===== src/hdl/tdsm_pkg.sv =====
// ----------------------------------------------------------------------------
// tdsm_pkg
// Types and constants shared by the table-driven state machine engine.
// ----------------------------------------------------------------------------
package tdsm_pkg;

  localparam int STATE_W = 4;
  localparam int EVENT_W = 4;
  localparam int LIMIT_W = 5;
  localparam int CMD_W   = 2;
  localparam int CFGI_W  = 2;

  localparam logic [LIMIT_W-1:0] LIMIT_RESET = 5'd16;

  // Configuration register indexes.
  localparam logic [CFGI_W-1:0] CFG_INITIAL_STATE = 2'd0;
  localparam logic [CFGI_W-1:0] CFG_STATES_IN_USE = 2'd1;
  localparam logic [CFGI_W-1:0] CFG_EVENTS_IN_USE = 2'd2;

  typedef enum logic [CMD_W-1:0] {
    CMD_APPLY     = 2'd0,
    CMD_ADD_TRANS = 2'd1,
    CMD_ADD_STATE = 2'd2,
    CMD_RESTART   = 2'd3
  } cmd_t;

  typedef enum logic [1:0] {
    SEQ_IDLE,
    SEQ_LOOK,
    SEQ_ENTRY,
    SEQ_HOLD
  } seq_state_t;

  typedef struct packed {
    logic [STATE_W-1:0] start_state;
    logic [LIMIT_W-1:0] states_in_use;
    logic [LIMIT_W-1:0] events_in_use;
  } cfg_t;

  typedef struct packed {
    logic               defined;
    logic [STATE_W-1:0] target;
    logic               action;
  } trans_entry_t;

  typedef struct packed {
    logic entry_act;
    logic exit_act;
  } state_act_t;

  typedef struct packed {
    logic defined;
    logic entry_act;
    logic exit_act;
  } state_rec_t;

  typedef struct packed {
    logic               status;
    logic               took_transition;
    logic               fire_exit;
    logic               fire_transition;
    logic               fire_entry;
    logic [STATE_W-1:0] previous_state;
    logic [STATE_W-1:0] current_state;
    logic [EVENT_W-1:0] latest_event;
    logic               latest_event_valid;
  } result_t;

endpackage


===== src/hdl/tdsm_trans_mem.sv =====
// ----------------------------------------------------------------------------
// tdsm_trans_mem
// Transition table memory with a registered read port and a clearing pass
// after reset that zeroes every entry, one per cycle.
// ----------------------------------------------------------------------------
module tdsm_trans_mem #(
  parameter int TABLE_SIZE = 256,
  parameter int TAW        = 8
) (
  input  logic                    clk,
  input  logic                    rst,
  output logic                    clearing,
  input  logic [TAW-1:0]          rd_addr,
  output tdsm_pkg::trans_entry_t  rd_data,
  input  logic                    wr_en,
  input  logic [TAW-1:0]          wr_addr,
  input  tdsm_pkg::trans_entry_t  wr_data
);
  import tdsm_pkg::*;

  localparam logic [TAW-1:0] LAST_ADDR = TAW'(TABLE_SIZE - 1);

  trans_entry_t   mem [TABLE_SIZE];
  logic [TAW-1:0] clr_addr;

  always_ff @(posedge clk) begin
    if (rst) begin
      clearing <= 1'b1;
      clr_addr <= '0;
    end else if (clearing) begin
      if (clr_addr == LAST_ADDR) begin
        clearing <= 1'b0;
      end
      clr_addr <= clr_addr + 1'b1;
    end
  end

  always_ff @(posedge clk) begin
    if (clearing) begin
      mem[clr_addr] <= '0;
    end else if (wr_en) begin
      mem[wr_addr] <= wr_data;
    end
    rd_data <= mem[rd_addr];
  end

endmodule


===== src/hdl/tdsm_state_store.sv =====
// ----------------------------------------------------------------------------
// tdsm_state_store
// Per-state action flags in a synchronous memory, with a defined bit per
// state in flip-flops. An undefined state reads as having no actions.
// ----------------------------------------------------------------------------
module tdsm_state_store #(
  parameter int STATE_SLOTS = 16,
  parameter int SAW         = 4
) (
  input  logic                  clk,
  input  logic                  rst,
  input  logic [SAW-1:0]        rd_addr,
  output tdsm_pkg::state_rec_t  rd_data,
  input  logic                  wr_en,
  input  logic [SAW-1:0]        wr_addr,
  input  tdsm_pkg::state_act_t  wr_data
);
  import tdsm_pkg::*;

  state_act_t             act_mem [STATE_SLOTS];
  logic [STATE_SLOTS-1:0] defined;
  state_act_t             rd_act;
  logic                   rd_def;

  always_ff @(posedge clk) begin
    if (rst) begin
      defined <= '0;
    end else if (wr_en) begin
      defined[wr_addr] <= 1'b1;
    end
  end

  always_ff @(posedge clk) begin
    if (wr_en) begin
      act_mem[wr_addr] <= wr_data;
    end
    rd_act <= act_mem[rd_addr];
    rd_def <= defined[rd_addr];
  end

  // Memory contents may be stale from before reset, so mask by the defined bit.
  assign rd_data.defined   = rd_def;
  assign rd_data.entry_act = rd_def & rd_act.entry_act;
  assign rd_data.exit_act  = rd_def & rd_act.exit_act;

endmodule


===== src/hdl/tdsm_ctrl.sv =====
// ----------------------------------------------------------------------------
// tdsm_ctrl
// Command sequencer: issues table reads, checks limits and duplicates,
// writes back definitions, updates the present state and holds the result.
// ----------------------------------------------------------------------------
module tdsm_ctrl #(
  parameter int STATE_SLOTS = 16,
  parameter int EVENT_SLOTS = 16,
  parameter int TAW         = 8,
  parameter int SAW         = 4
) (
  input  logic                              clk,
  input  logic                              rst,
  input  tdsm_pkg::cfg_t                    cfg,
  input  logic                              clearing,
  input  logic                              in_valid,
  output logic                              in_ready,
  input  tdsm_pkg::cmd_t                    in_cmd,
  input  logic [tdsm_pkg::EVENT_W-1:0]      in_event,
  input  logic [tdsm_pkg::STATE_W-1:0]      in_state,
  input  logic [tdsm_pkg::STATE_W-1:0]      in_next,
  input  logic                              in_t_act,
  input  logic                              in_en_act,
  input  logic                              in_ex_act,
  output logic                              out_valid,
  input  logic                              out_ready,
  output tdsm_pkg::result_t                 out_res,
  output logic [TAW-1:0]                    tr_rd_addr,
  input  tdsm_pkg::trans_entry_t            tr_rd_data,
  output logic                              tr_wr_en,
  output logic [TAW-1:0]                    tr_wr_addr,
  output tdsm_pkg::trans_entry_t            tr_wr_data,
  output logic [SAW-1:0]                    st_rd_addr,
  input  tdsm_pkg::state_rec_t              st_rd_data,
  output logic                              st_wr_en,
  output logic [SAW-1:0]                    st_wr_addr,
  output tdsm_pkg::state_act_t              st_wr_data
);
  import tdsm_pkg::*;

  seq_state_t          seq, seq_next;
  logic [STATE_W-1:0]  present_state, present_state_next;
  logic [EVENT_W-1:0]  recent_event, recent_event_next;
  logic                recent_event_valid, recent_event_valid_next;

  // Captured transaction.
  cmd_t                r_cmd;
  logic [EVENT_W-1:0]  r_event;
  logic [STATE_W-1:0]  r_state;
  logic [STATE_W-1:0]  r_next;
  logic                r_tact;
  logic                r_enact;
  logic                r_exact;
  logic [TAW-1:0]      r_idx;
  logic                r_ps_in;

  // Saved across the second state-memory read.
  logic [STATE_W-1:0]  r_tgt;
  logic                r_fire_tr;
  logic                r_fire_exit;

  result_t             res, res_next;
  logic                accept;
  logic                finish;
  logic                save_look;
  logic                out_free;
  logic                out_load;
  result_t             out_load_data;
  logic [STATE_W-1:0]  idx_state;
  logic                ev_ok;
  logic                st_ok;
  logic                nx_ok;

  assign in_ready = (seq == SEQ_IDLE) && !clearing;
  assign accept   = in_valid && in_ready;
  assign out_free = !out_valid || out_ready;

  assign ev_ok = ({1'b0, r_event} < cfg.events_in_use) && (32'(r_event) < 32'(EVENT_SLOTS));
  assign st_ok = ({1'b0, r_state} < cfg.states_in_use) && (32'(r_state) < 32'(STATE_SLOTS));
  assign nx_ok = ({1'b0, r_next} < cfg.states_in_use) && (32'(r_next) < 32'(STATE_SLOTS));

  assign idx_state  = (in_cmd == CMD_APPLY) ? present_state : in_state;
  assign tr_rd_addr = TAW'(32'(idx_state) * 32'(EVENT_SLOTS) + 32'(in_event));

  assign tr_wr_addr         = r_idx;
  assign tr_wr_data.defined = 1'b1;
  assign tr_wr_data.target  = r_next;
  assign tr_wr_data.action  = r_tact;
  assign st_wr_addr           = SAW'(r_state);
  assign st_wr_data.entry_act = r_enact;
  assign st_wr_data.exit_act  = r_exact;

  always_comb begin
    logic status;
    logic took;
    logic f_exit;
    logic f_tr;
    logic f_entry;
    seq_next                = seq;
    present_state_next      = present_state;
    recent_event_next       = recent_event;
    recent_event_valid_next = recent_event_valid;
    status    = 1'b0;
    took      = 1'b0;
    f_exit    = 1'b0;
    f_tr      = 1'b0;
    f_entry   = 1'b0;
    finish    = 1'b0;
    save_look = 1'b0;
    tr_wr_en  = 1'b0;
    st_wr_en  = 1'b0;
    st_rd_addr = SAW'(idx_state);

    unique case (seq)
      SEQ_IDLE: begin
        if (accept) begin
          seq_next = SEQ_LOOK;
        end
      end
      SEQ_LOOK: begin
        // Fetch the target's entry flag in case the state really changes.
        st_rd_addr = SAW'(tr_rd_data.target);
        finish     = 1'b1;
        unique case (r_cmd)
          CMD_APPLY: begin
            if (!ev_ok) begin
              status = 1'b1;
            end else if (r_ps_in && tr_rd_data.defined) begin
              took = 1'b1;
              f_tr = tr_rd_data.action;
              if (tr_rd_data.target != present_state) begin
                finish    = 1'b0;
                save_look = 1'b1;
                seq_next  = SEQ_ENTRY;
              end
            end
          end
          CMD_ADD_TRANS: begin
            if (!st_ok || !ev_ok || !nx_ok || tr_rd_data.defined) begin
              status = 1'b1;
            end else begin
              tr_wr_en = 1'b1;
            end
          end
          CMD_ADD_STATE: begin
            if (!st_ok || st_rd_data.defined) begin
              status = 1'b1;
            end else begin
              st_wr_en = 1'b1;
            end
          end
          CMD_RESTART: begin
            present_state_next      = cfg.start_state;
            recent_event_next       = '0;
            recent_event_valid_next = 1'b0;
          end
          default: begin
            status = 1'b1;
          end
        endcase
      end
      SEQ_ENTRY: begin
        finish                  = 1'b1;
        took                    = 1'b1;
        f_tr                    = r_fire_tr;
        f_exit                  = r_fire_exit;
        f_entry                 = st_rd_data.entry_act;
        present_state_next      = r_tgt;
        recent_event_next       = r_event;
        recent_event_valid_next = 1'b1;
      end
      SEQ_HOLD: begin
        if (out_free) begin
          seq_next = SEQ_IDLE;
        end
      end
      default: begin
        seq_next = SEQ_IDLE;
      end
    endcase

    if (finish) begin
      seq_next = out_free ? SEQ_IDLE : SEQ_HOLD;
    end

    res_next.status             = status;
    res_next.took_transition    = took;
    res_next.fire_exit          = f_exit;
    res_next.fire_transition    = f_tr;
    res_next.fire_entry         = f_entry;
    res_next.previous_state     = present_state;
    res_next.current_state      = present_state_next;
    res_next.latest_event       = recent_event_next;
    res_next.latest_event_valid = recent_event_valid_next;
  end

  assign out_load      = (finish || (seq == SEQ_HOLD)) && out_free;
  assign out_load_data = finish ? res_next : res;

  always_ff @(posedge clk) begin
    if (rst) begin
      seq                <= SEQ_IDLE;
      present_state      <= '0;
      recent_event       <= '0;
      recent_event_valid <= 1'b0;
      out_valid          <= 1'b0;
    end else begin
      seq                <= seq_next;
      present_state      <= present_state_next;
      recent_event       <= recent_event_next;
      recent_event_valid <= recent_event_valid_next;
      if (out_load) begin
        out_valid <= 1'b1;
      end else if (out_ready) begin
        out_valid <= 1'b0;
      end
    end
  end

  always_ff @(posedge clk) begin
    if (accept) begin
      r_cmd   <= in_cmd;
      r_event <= in_event;
      r_state <= in_state;
      r_next  <= in_next;
      r_tact  <= in_t_act;
      r_enact <= in_en_act;
      r_exact <= in_ex_act;
      r_idx   <= tr_rd_addr;
      r_ps_in <= 32'(present_state) < 32'(STATE_SLOTS);
    end
    if (save_look) begin
      r_tgt       <= tr_rd_data.target;
      r_fire_tr   <= tr_rd_data.action;
      r_fire_exit <= st_rd_data.exit_act;
    end
    if (finish) begin
      res <= res_next;
    end
    if (out_load) begin
      out_res <= out_load_data;
    end
  end

endmodule


===== src/hdl/table_driven_state_machine.sv =====
// ----------------------------------------------------------------------------
// table_driven_state_machine
// Programmable state machine engine with a write-once transition table and
// per-state entry and exit action flags kept in synchronous memories.
// ----------------------------------------------------------------------------
//
//   Channel  Handshake               Payload
//   input    in_valid / in_ready     cmd, event_req, state, target_state, has_*
//   output   out_valid / out_ready   status, fire flags, states, latest_event*
//   config   cfg_valid / cfg_ready   cfg_index, cfg_data
//
// One transaction is in work at a time. Most commands are accepted in SEQ_IDLE
// and reach the result register from SEQ_LOOK; an event that changes the
// state goes on through SEQ_ENTRY, for a second read of the state memory.
// With a result waiting for out_ready, the next transaction is still taken and
// its result parks in the controller; the one after it waits for the output.
// After reset the transition memory clears all STATE_SLOTS * EVENT_SLOTS
// entries while in_ready is low; configuration writes are taken throughout.
// ----------------------------------------------------------------------------
module table_driven_state_machine #(
  parameter int STATE_SLOTS = 16,
  parameter int EVENT_SLOTS = 16
) (
  input  logic                           clk,
  input  logic                           rst,
  input  logic                           in_valid,
  output logic                           in_ready,
  input  logic [tdsm_pkg::CMD_W-1:0]     cmd,
  input  logic [tdsm_pkg::EVENT_W-1:0]   event_req,
  input  logic [tdsm_pkg::STATE_W-1:0]   state,
  input  logic [tdsm_pkg::STATE_W-1:0]   target_state,
  input  logic                           has_transition_action,
  input  logic                           has_entry_action,
  input  logic                           has_exit_action,
  output logic                           out_valid,
  input  logic                           out_ready,
  output logic                           status,
  output logic                           took_transition,
  output logic                           fire_exit,
  output logic                           fire_transition,
  output logic                           fire_entry,
  output logic [tdsm_pkg::STATE_W-1:0]   previous_state,
  output logic [tdsm_pkg::STATE_W-1:0]   current_state,
  output logic [tdsm_pkg::EVENT_W-1:0]   latest_event,
  output logic                           latest_event_valid,
  input  logic                           cfg_valid,
  output logic                           cfg_ready,
  input  logic [tdsm_pkg::CFGI_W-1:0]    cfg_index,
  input  logic [tdsm_pkg::LIMIT_W-1:0]   cfg_data
);
  import tdsm_pkg::*;

  localparam int TABLE_SIZE = STATE_SLOTS * EVENT_SLOTS;
  localparam int TAW        = $clog2(TABLE_SIZE);
  localparam int SAW        = $clog2(STATE_SLOTS);

  cfg_t           cfg;
  logic           clearing;
  result_t        out_res;
  logic [TAW-1:0] tr_rd_addr;
  trans_entry_t   tr_rd_data;
  logic           tr_wr_en;
  logic [TAW-1:0] tr_wr_addr;
  trans_entry_t   tr_wr_data;
  logic [SAW-1:0] st_rd_addr;
  state_rec_t     st_rd_data;
  logic           st_wr_en;
  logic [SAW-1:0] st_wr_addr;
  state_act_t     st_wr_data;

  assign cfg_ready = 1'b1;

  always_ff @(posedge clk) begin
    if (rst) begin
      cfg.start_state   <= '0;
      cfg.states_in_use <= LIMIT_RESET;
      cfg.events_in_use <= LIMIT_RESET;
    end else if (cfg_valid && cfg_ready) begin
      unique case (cfg_index)
        CFG_INITIAL_STATE: cfg.start_state   <= cfg_data[STATE_W-1:0];
        CFG_STATES_IN_USE: cfg.states_in_use <= cfg_data;
        CFG_EVENTS_IN_USE: cfg.events_in_use <= cfg_data;
        default: begin
        end
      endcase
    end
  end

  tdsm_trans_mem #(
    .TABLE_SIZE (TABLE_SIZE),
    .TAW        (TAW)
  ) u_trans_mem (
    .clk      (clk),
    .rst      (rst),
    .clearing (clearing),
    .rd_addr  (tr_rd_addr),
    .rd_data  (tr_rd_data),
    .wr_en    (tr_wr_en),
    .wr_addr  (tr_wr_addr),
    .wr_data  (tr_wr_data)
  );

  tdsm_state_store #(
    .STATE_SLOTS (STATE_SLOTS),
    .SAW         (SAW)
  ) u_state_store (
    .clk     (clk),
    .rst     (rst),
    .rd_addr (st_rd_addr),
    .rd_data (st_rd_data),
    .wr_en   (st_wr_en),
    .wr_addr (st_wr_addr),
    .wr_data (st_wr_data)
  );

  tdsm_ctrl #(
    .STATE_SLOTS (STATE_SLOTS),
    .EVENT_SLOTS (EVENT_SLOTS),
    .TAW         (TAW),
    .SAW         (SAW)
  ) u_ctrl (
    .clk        (clk),
    .rst        (rst),
    .cfg        (cfg),
    .clearing   (clearing),
    .in_valid   (in_valid),
    .in_ready   (in_ready),
    .in_cmd     (cmd_t'(cmd)),
    .in_event   (event_req),
    .in_state   (state),
    .in_next    (target_state),
    .in_t_act   (has_transition_action),
    .in_en_act  (has_entry_action),
    .in_ex_act  (has_exit_action),
    .out_valid  (out_valid),
    .out_ready  (out_ready),
    .out_res    (out_res),
    .tr_rd_addr (tr_rd_addr),
    .tr_rd_data (tr_rd_data),
    .tr_wr_en   (tr_wr_en),
    .tr_wr_addr (tr_wr_addr),
    .tr_wr_data (tr_wr_data),
    .st_rd_addr (st_rd_addr),
    .st_rd_data (st_rd_data),
    .st_wr_en   (st_wr_en),
    .st_wr_addr (st_wr_addr),
    .st_wr_data (st_wr_data)
  );

  assign status             = out_res.status;
  assign took_transition    = out_res.took_transition;
  assign fire_exit          = out_res.fire_exit;
  assign fire_transition    = out_res.fire_transition;
  assign fire_entry         = out_res.fire_entry;
  assign previous_state     = out_res.previous_state;
  assign current_state      = out_res.current_state;
  assign latest_event       = out_res.latest_event;
  assign latest_event_valid = out_res.latest_event_valid;

endmodule


===== config.mk =====
export PLATFORM = sky130hd
export DESIGN_NAME = table_driven_state_machine
export DESIGN_NICKNAME = d
export VERILOG_FILES = /design/src/hdl/tdsm_pkg.sv /design/src/hdl/tdsm_trans_mem.sv /design/src/hdl/tdsm_state_store.sv /design/src/hdl/tdsm_ctrl.sv /design/src/hdl/table_driven_state_machine.sv
export SDC_FILE = /design/constraint.sdc
export NUM_CORES = 2
export LEC_CHECK = 0
export ABC_AREA = 1
export CELL_PAD_IN_SITES_DETAIL_PLACEMENT = 1
export CELL_PAD_IN_SITES_GLOBAL_PLACEMENT = 1
export CORE_MARGIN = 2
export CORE_UTILIZATION = 29
export CTS_CLUSTER_SIZE = 14
export DETAILED_ROUTE_END_ITERATION = 16
export DONT_BUFFER_PORTS = 1
export PLACE_DENSITY = 0.47
export SYNTH_ARGS = -nofsm -noshare
export SYNTH_HDL_FRONTEND = slang
export SYNTH_SLANG_ARGS = --single-unit
export TNS_END_PERCENT = 50

===== constraint.sdc =====
create_clock -name clk -period 12.66 [get_ports clk]
set_input_delay 1.266 -clock clk [delete_from_list [all_inputs] [get_ports clk]]
set_output_delay 1.266 -clock clk [all_outputs]
set_load 0.005 [all_outputs]

# Yosys cells after proc, flatten, opt, wreduce, memory -nomap -nowiden
# Memories as Yosys holds them, arrays and structs flattened. A register that Yosys moved wholly into a read port is not among the register bits.
# Index checks and enable logic that the tools add are counted.
# classes
addsub,2
mul,0
div,0
order_cmp,6
eq_ne,16
n_shift,0
mux,67
bitwise,3
n_reduce_logical,26
# op_table
op,count
$mux W1,42
$mux W18,1
$mux W2,8
$mux W4,4
$or A16 B16 Y16,1
$pmux W4 S2,2
$lt A4 B5 Y1,3
$ne A3 B1 Y1 const B,5
$eq A2 B2 Y1 const B,5
$lt A4 B5 Y1 const B,2
$add A8 B1 Y8 const B,1
$add A8 B4 Y8,1
$eq A8 B8 Y1 const B,1
$logic_not A2 Y1,4
$mux W8,1
$pmux W1 S2,4
$reduce_and A7 Y1,1
$eq A2 B1 Y1 const B,3
$logic_or A1 B1 Y1,6
$mux W6,1
$pmux W2 S3,1
$reduce_and A2 Y1,3
$reduce_or A6 Y1,1
$logic_not A1 Y1,5
10 further kinds,14
# word_totals
ff_bits,119
latchBits,0
mem_bits_rw,1568
mem_bits_ro,0
inputBits,29
mem_count,2
# memory_table
memory,depth,width,rd,rd_ports_with_merged_regs,wr,line_no,text
u_trans_mem.mem,256,6,1,1,1,tdsm_trans_mem.sv:23,trans_entry_t mem [TABLE_SIZE];
u_state_store.act_mem,16,2,1,1,1,tdsm_state_store.sv:20,state_act_t act_mem [STATE_SLOTS];

# Longest topological paths before layout
# depth
ltp_word,13
ltp_mapped,16
mapped_depth_nobuf,14

# By module
# From an unflattened synthesis, not the netlist that was laid out.
# hier_totals
hier_cells,6156
hier_area_um2,69574.2
# by_module_without_submodules
module,n_inst,cells_each,area_per_inst_um2,seq_area_each_um2
tdsm_trans_mem,1,5470,63399.6,46424.5
tdsm_ctrl,1,324,3206.8,1951.9
tdsm_state_store,1,272,2303.5,1341.3
table_driven_state_machine,1,90,664.4,280.3

# Worst setup path before layout
# OpenSTA, ideal clock, no wires.
# synth_path
path_type,register -> register
start,register u_ctrl.tr_wr_addr[2] (netlist name)
end,memory u_trans_mem.mem[0][0] (netlist bit) (data pin)
setup_time_ps,1390
arrival_time_ps,7366
required_ps,11270
path_slack_ps,3904
stages_incl_launch_ff,10
n_path_buf,1
period_less_slack_ps,8756
path_cell_list,edfxtp_1 > ha_1 > nand2_1 > inv_1 > nand3_1 > nand4_2 > nor2_2 > nand4_4 > buf_4 > nor2_1
# synth_rtl
element,line_no
"end, declared",tdsm_trans_mem.sv:23

# Worst setup path after layout
# layout_path
start,register u_ctrl.seq[1]
end,memory u_trans_mem.mem[128][3] (netlist bit) (data pin)
# layout_via
elab_chain_len,7
# layout_lines
element,line_no,text
"start, declared",tdsm_ctrl.sv:41,"seq_state_t seq, seq_next;"
"start signal, assigned",tdsm_ctrl.sv:208,seq <= seq_next;
$eq A2 B1 Y1,tdsm_ctrl.sv:114,unique case (seq)
$mux W1,tdsm_ctrl.sv:114,
$mux W1,tdsm_trans_mem.sv:41,end else if (wr_en) begin
$mux W1,tdsm_trans_mem.sv:39,if (clearing) begin
$mux W1 (implied by the code),tdsm_trans_mem.sv:42,mem[wr_addr] <= wr_data;
$reduce_or A6 Y1 (no source line),-,
$mux W6 (no source line),-,
# Every way passes these cells.

==> impl_metrics.env <==
export IMPL_yosysUniqueCellTypes=44
export IMPL_required_ns=13.16
export IMPL_path_class="reg -> reg"
export IMPL_startpoint_type="flip-flop"
export IMPL_clkTransAtPathRegs_ns=0.06
export IMPL_synth_fa_ha_area_frac=0.00270
export IMPL_remaining_drc_errors=0
export IMPL_clkPwrFrac=0.447
export IMPL_portBuffers=0
export IMPL_clkLatencyLatePin_ns=0.85
export IMPL_end_kind="flip-flop"
export IMPL_cellPowerDensity_mw_per_mm2=158
export IMPL_worst_pin_slew_ns=1.79
export IMPL_hp_class="reg -> reg"
export IMPL_failed_checks="max-slew violations"
export IMPL_worstPathCellList="inv_1 -> ha_1 -> inv_2 -> nor2_2 -> nand4_4 -> nor2_4 -> buf_4 -> buf_4"
export IMPL_ff2ff_path_depth=8
export IMPL_dieArea_mm2=0.244
export IMPL_cts_resized=0
export IMPL_core_area_mm2=0.238
export IMPL_syn_inst=6069
export IMPL_cts_tree="done"
export IMPL_whs_endpoint="u_state_store.defined[14]"
export IMPL_multiInputGateArea_mm2=0.0175
export IMPL_wirelength_um=227000
export IMPL_synth_xor_area_frac=0.000252
export IMPL_wire_per_inst_um=24.5
export IMPL_crit_arrival_ns=5.74
export IMPL_grt_antenna_before_repair=13
export IMPL_vias=45500
export IMPL_hp_start="u_state_store.defined[14]"
export IMPL_grt_first_pass_wirelength_um=331000
export IMPL_holdPathStages=2
export IMPL_outcome="finished with violations"
export IMPL_ant_nets=0
export IMPL_io_pins=50
export IMPL_grt_max_degree=771
export IMPL_p_seq_frac=0.496
export IMPL_slew_headroom=-0.191
export IMPL_ys_ff_latch=1691
export IMPL_clock_sinks=1691
export IMPL_grt_overflow=0
export IMPL_max_stage_delay_ns=0.90
export IMPL_power_frac_comb=0.056
export IMPL_rsz0062_at_grt="false"
export IMPL_grt_pass1_vias=47500
export IMPL_setup_violations=0
export IMPL_yosys_warnings=0
export IMPL_fmax_mhz=191
export IMPL_finClkSkew_ns=0.0440
export IMPL_synth_compound_area_frac=0.0106
export IMPL_area_growth_pct=13.1
export IMPL_finalMaxSlewViolations=189
export IMPL_die_h_um=493
export IMPL_rows=179
export IMPL_syn_area_mm2=0.0695
export IMPL_muxShareOfSynthArea=0.000144
export IMPL_hold_violations=0
export IMPL_drive_gt1_frac=0.0678
export IMPL_synthSimpleGateAreaFrac=0.237
export IMPL_tns_ns=0
export IMPL_cts_hold_buf=0
export IMPL_switching_share=0.233
export IMPL_critPathMostFrequentCell="buf_4"
export IMPL_final_nets=5968
export IMPL_total_power_mw=12.4
export IMPL_synth_top_family_by_area="simple AND/OR/NAND/NOR gates"
export IMPL_r2r_start="u_ctrl.seq[1]"
export IMPL_cp_slowest_cell="buf_4"
export IMPL_power_internal_mw=9.49
export IMPL_ys_seq_area_frac=0.720
export IMPL_syn_nets=6113
export IMPL_drt_first_pass_iters=5
export IMPL_root_buffer="clkbuf_16"
export IMPL_cts_buffers=194
export IMPL_drt_vias_per_instance=4.91
export IMPL_period_share=0.414
export IMPL_r2r_slack_ns=7.42
export IMPL_n_fill_cell=25700
export IMPL_register_area_mm2=0.0500
export IMPL_cts_path_max_buffers=3
export IMPL_die_x_um=493
export IMPL_initial_core_util=0.292
export IMPL_cts_setup_buffers=0
export IMPL_r2r_end="u_trans_mem.mem[128][3]"
export IMPL_grt_util_all_layers=0.184
export IMPL_routabilityCongestion=0.759
export IMPL_drt_iter0_drc=3131
export IMPL_avgSynthCellArea_um2=11.4
export IMPL_leakage_nw=27.3
export IMPL_path_max_fanout=66
export IMPL_period_minus_slack_ns=5.24
export IMPL_h_tree_depth=4
export IMPL_switchingPower_mw=2.88
export IMPL_cap_violations=0
export IMPL_ir_drop_uv=148
export IMPL_dp_hpwl_um=124000
## per-stage QoR
stage	setup slack, ns	area (um^2)	util	cells	hold slack (ns)
detailed placement	7.27	72300	0.304	8895	0.445
finish	7.42	78500	0.330	9258	0.452
global placement	7.34	72300	0.304	8895	0.438
global route	6.94	78500	0.330	9257	0.428
floorplan	3.90	69500	-	6069	0.408
CTS	7.27	78500	0.330	9256	0.413
## flip-flops by register name, indices dropped and copies added (netlist names), 2 cells and up
register,cells
u_ctrl.r_tgt,4
u_trans_mem.clr_addr,8
cfg,14
u_trans_mem.mem,1536
u_state_store.defined,16
u_ctrl.recent_event,4
u_state_store.rd_act,2
u_ctrl.st_wr_addr,4
u_ctrl.seq,2
u_state_store.act_mem,32
u_ctrl.tr_wr_addr,8
u_ctrl.present_state,4
u_ctrl.r_next,4
u_ctrl.out_res,18
u_trans_mem.rd_data,6
u_ctrl.r_cmd,2
u_ctrl.res,18
## synthesized netlist by cell type, drive strengths merged
| cell type | n | area share |
|---|---|---|
| a21oi | 21 | 0.0015 |
| a22oi | 4 | 0.00043 |
| or2 | 2 | 0.00018 |
| ha | 15 | 0.0027 |
| nand4 | 15 | 0.0017 |
| a31oi | 2 | 0.00018 |
| nand2 | 1823 | 0.10 |
| xnor2 | 2 | 0.00025 |
| conb | 1 | 0.000054 |
| nand3 | 1507 | 0.11 |
| o21bai | 4 | 0.00043 |
| nand3b | 1 | 0.00011 |
| dfxtp | 78 | 0.022 |
| inv | 110 | 0.0059 |
| mux2i | 1 | 0.00014 |
| buf | 140 | 0.010 |
| o22ai | 2 | 0.00018 |
| a22o | 1 | 0.00013 |
| o211ai | 12 | 0.0013 |
| o221ai | 5 | 0.00063 |
| nor2 | 368 | 0.023 |
| o21ai | 69 | 0.0051 |
| clkbuf | 249 | 0.013 |
| o21a | 5 | 0.00054 |
| edfxtp | 1613 | 0.70 |
| a211oi | 1 | 0.00011 |
| clkinv | 4 | 0.00022 |
| nor3 | 14 | 0.0012 |
## logic make-up (layout without fill, tap and decap cells)
kind of cell,after synthesis,in the layout
AOI/OAI and AO/OA,126,126
xor gates and xnor gates,2,2
adders and majority gates,15,15
buffers and inverters,503,523
DFF,1691,1691
muxes,1,1
other,1,3
and+or+nand+nor,3730,3730
## power groups by stage
stage	clock network [mW]	registers, mW	logic (mW)
4_1_cts	5.67	6.14	0.713
2_1_floorplan	0	6.24	0.499
6_report	5.53	6.14	0.698
3_5_place_dp	0	6.26	0.710
3_3_place_gp	0	6.26	0.707
5_1_grt	5.87	6.15	0.778
## worst max-delay path by stage
stage | start | endpoint | slack (ns) | cells after the start
floorplan | u_ctrl.tr_wr_addr[2] | u_trans_mem.mem[0][0] | 3.90 | 9
global placement | u_ctrl.seq[1] | u_trans_mem.mem[206][3] | 7.34 | 8
detailed placement | u_ctrl.seq[1] | u_trans_mem.mem[206][3] | 7.27 | 8
CTS | u_ctrl.seq[1] | u_trans_mem.mem[206][3] | 7.27 | 8
global route | u_ctrl.seq[1] | u_trans_mem.mem[128][3] | 6.94 | 8
finish | u_ctrl.seq[1] | u_trans_mem.mem[128][3] | 7.42 | 8
## area by class of cell
class,count,area share
multi-input cells,3875,0.222
diodes,2,0.0000637
flip-flops and latches,1691,0.637
inverters,114,0.00586
clock buffers,239,0.0645
repair buffers,48,0.00570
clock inverters,122,0.0147
well taps,3167,0.0504
## worst max-delay path: cells and delay by family (launching register included)
kind / cells / cell delay [ns]
DFF: 1 / 0.33
adders and majority gates: 1 / 0.51
and+or+nand+nor: 3 / 1.90
buffers and inverters: 4 / 2.00
## routing by layer
| metal | vias up | track usage | share of wire |
|---|---|---|---|
| li1 | 21100 | - | - |
| met3 | 302 | 0.0326 | 0.046 |
| met1 | 23200 | 0.254 | 0.46 |
| met5 | - | 0 | 0.000057 |
| met4 | 2 | 0.0521 | 0.026 |
| met2 | 879 | 0.297 | 0.46 |
## layout by cell type, fill, tap and decap left out, types with 41 or more instances in the layout
| cell type | instances |
|---|---|
| clkbuf_16 | 195 |
| edfxtp_1 | 1613 |
| clkinv_1 | 51 |
| o21ai_0 | 60 |
| buf_4 | 41 |
| nor2_1 | 346 |
| inv_1 | 100 |
| dfxtp_1 | 78 |
| nand2_1 | 1789 |
| clkbuf_1 | 42 |
| nand3_1 | 1490 |
(Power assumes the default switching activity.)
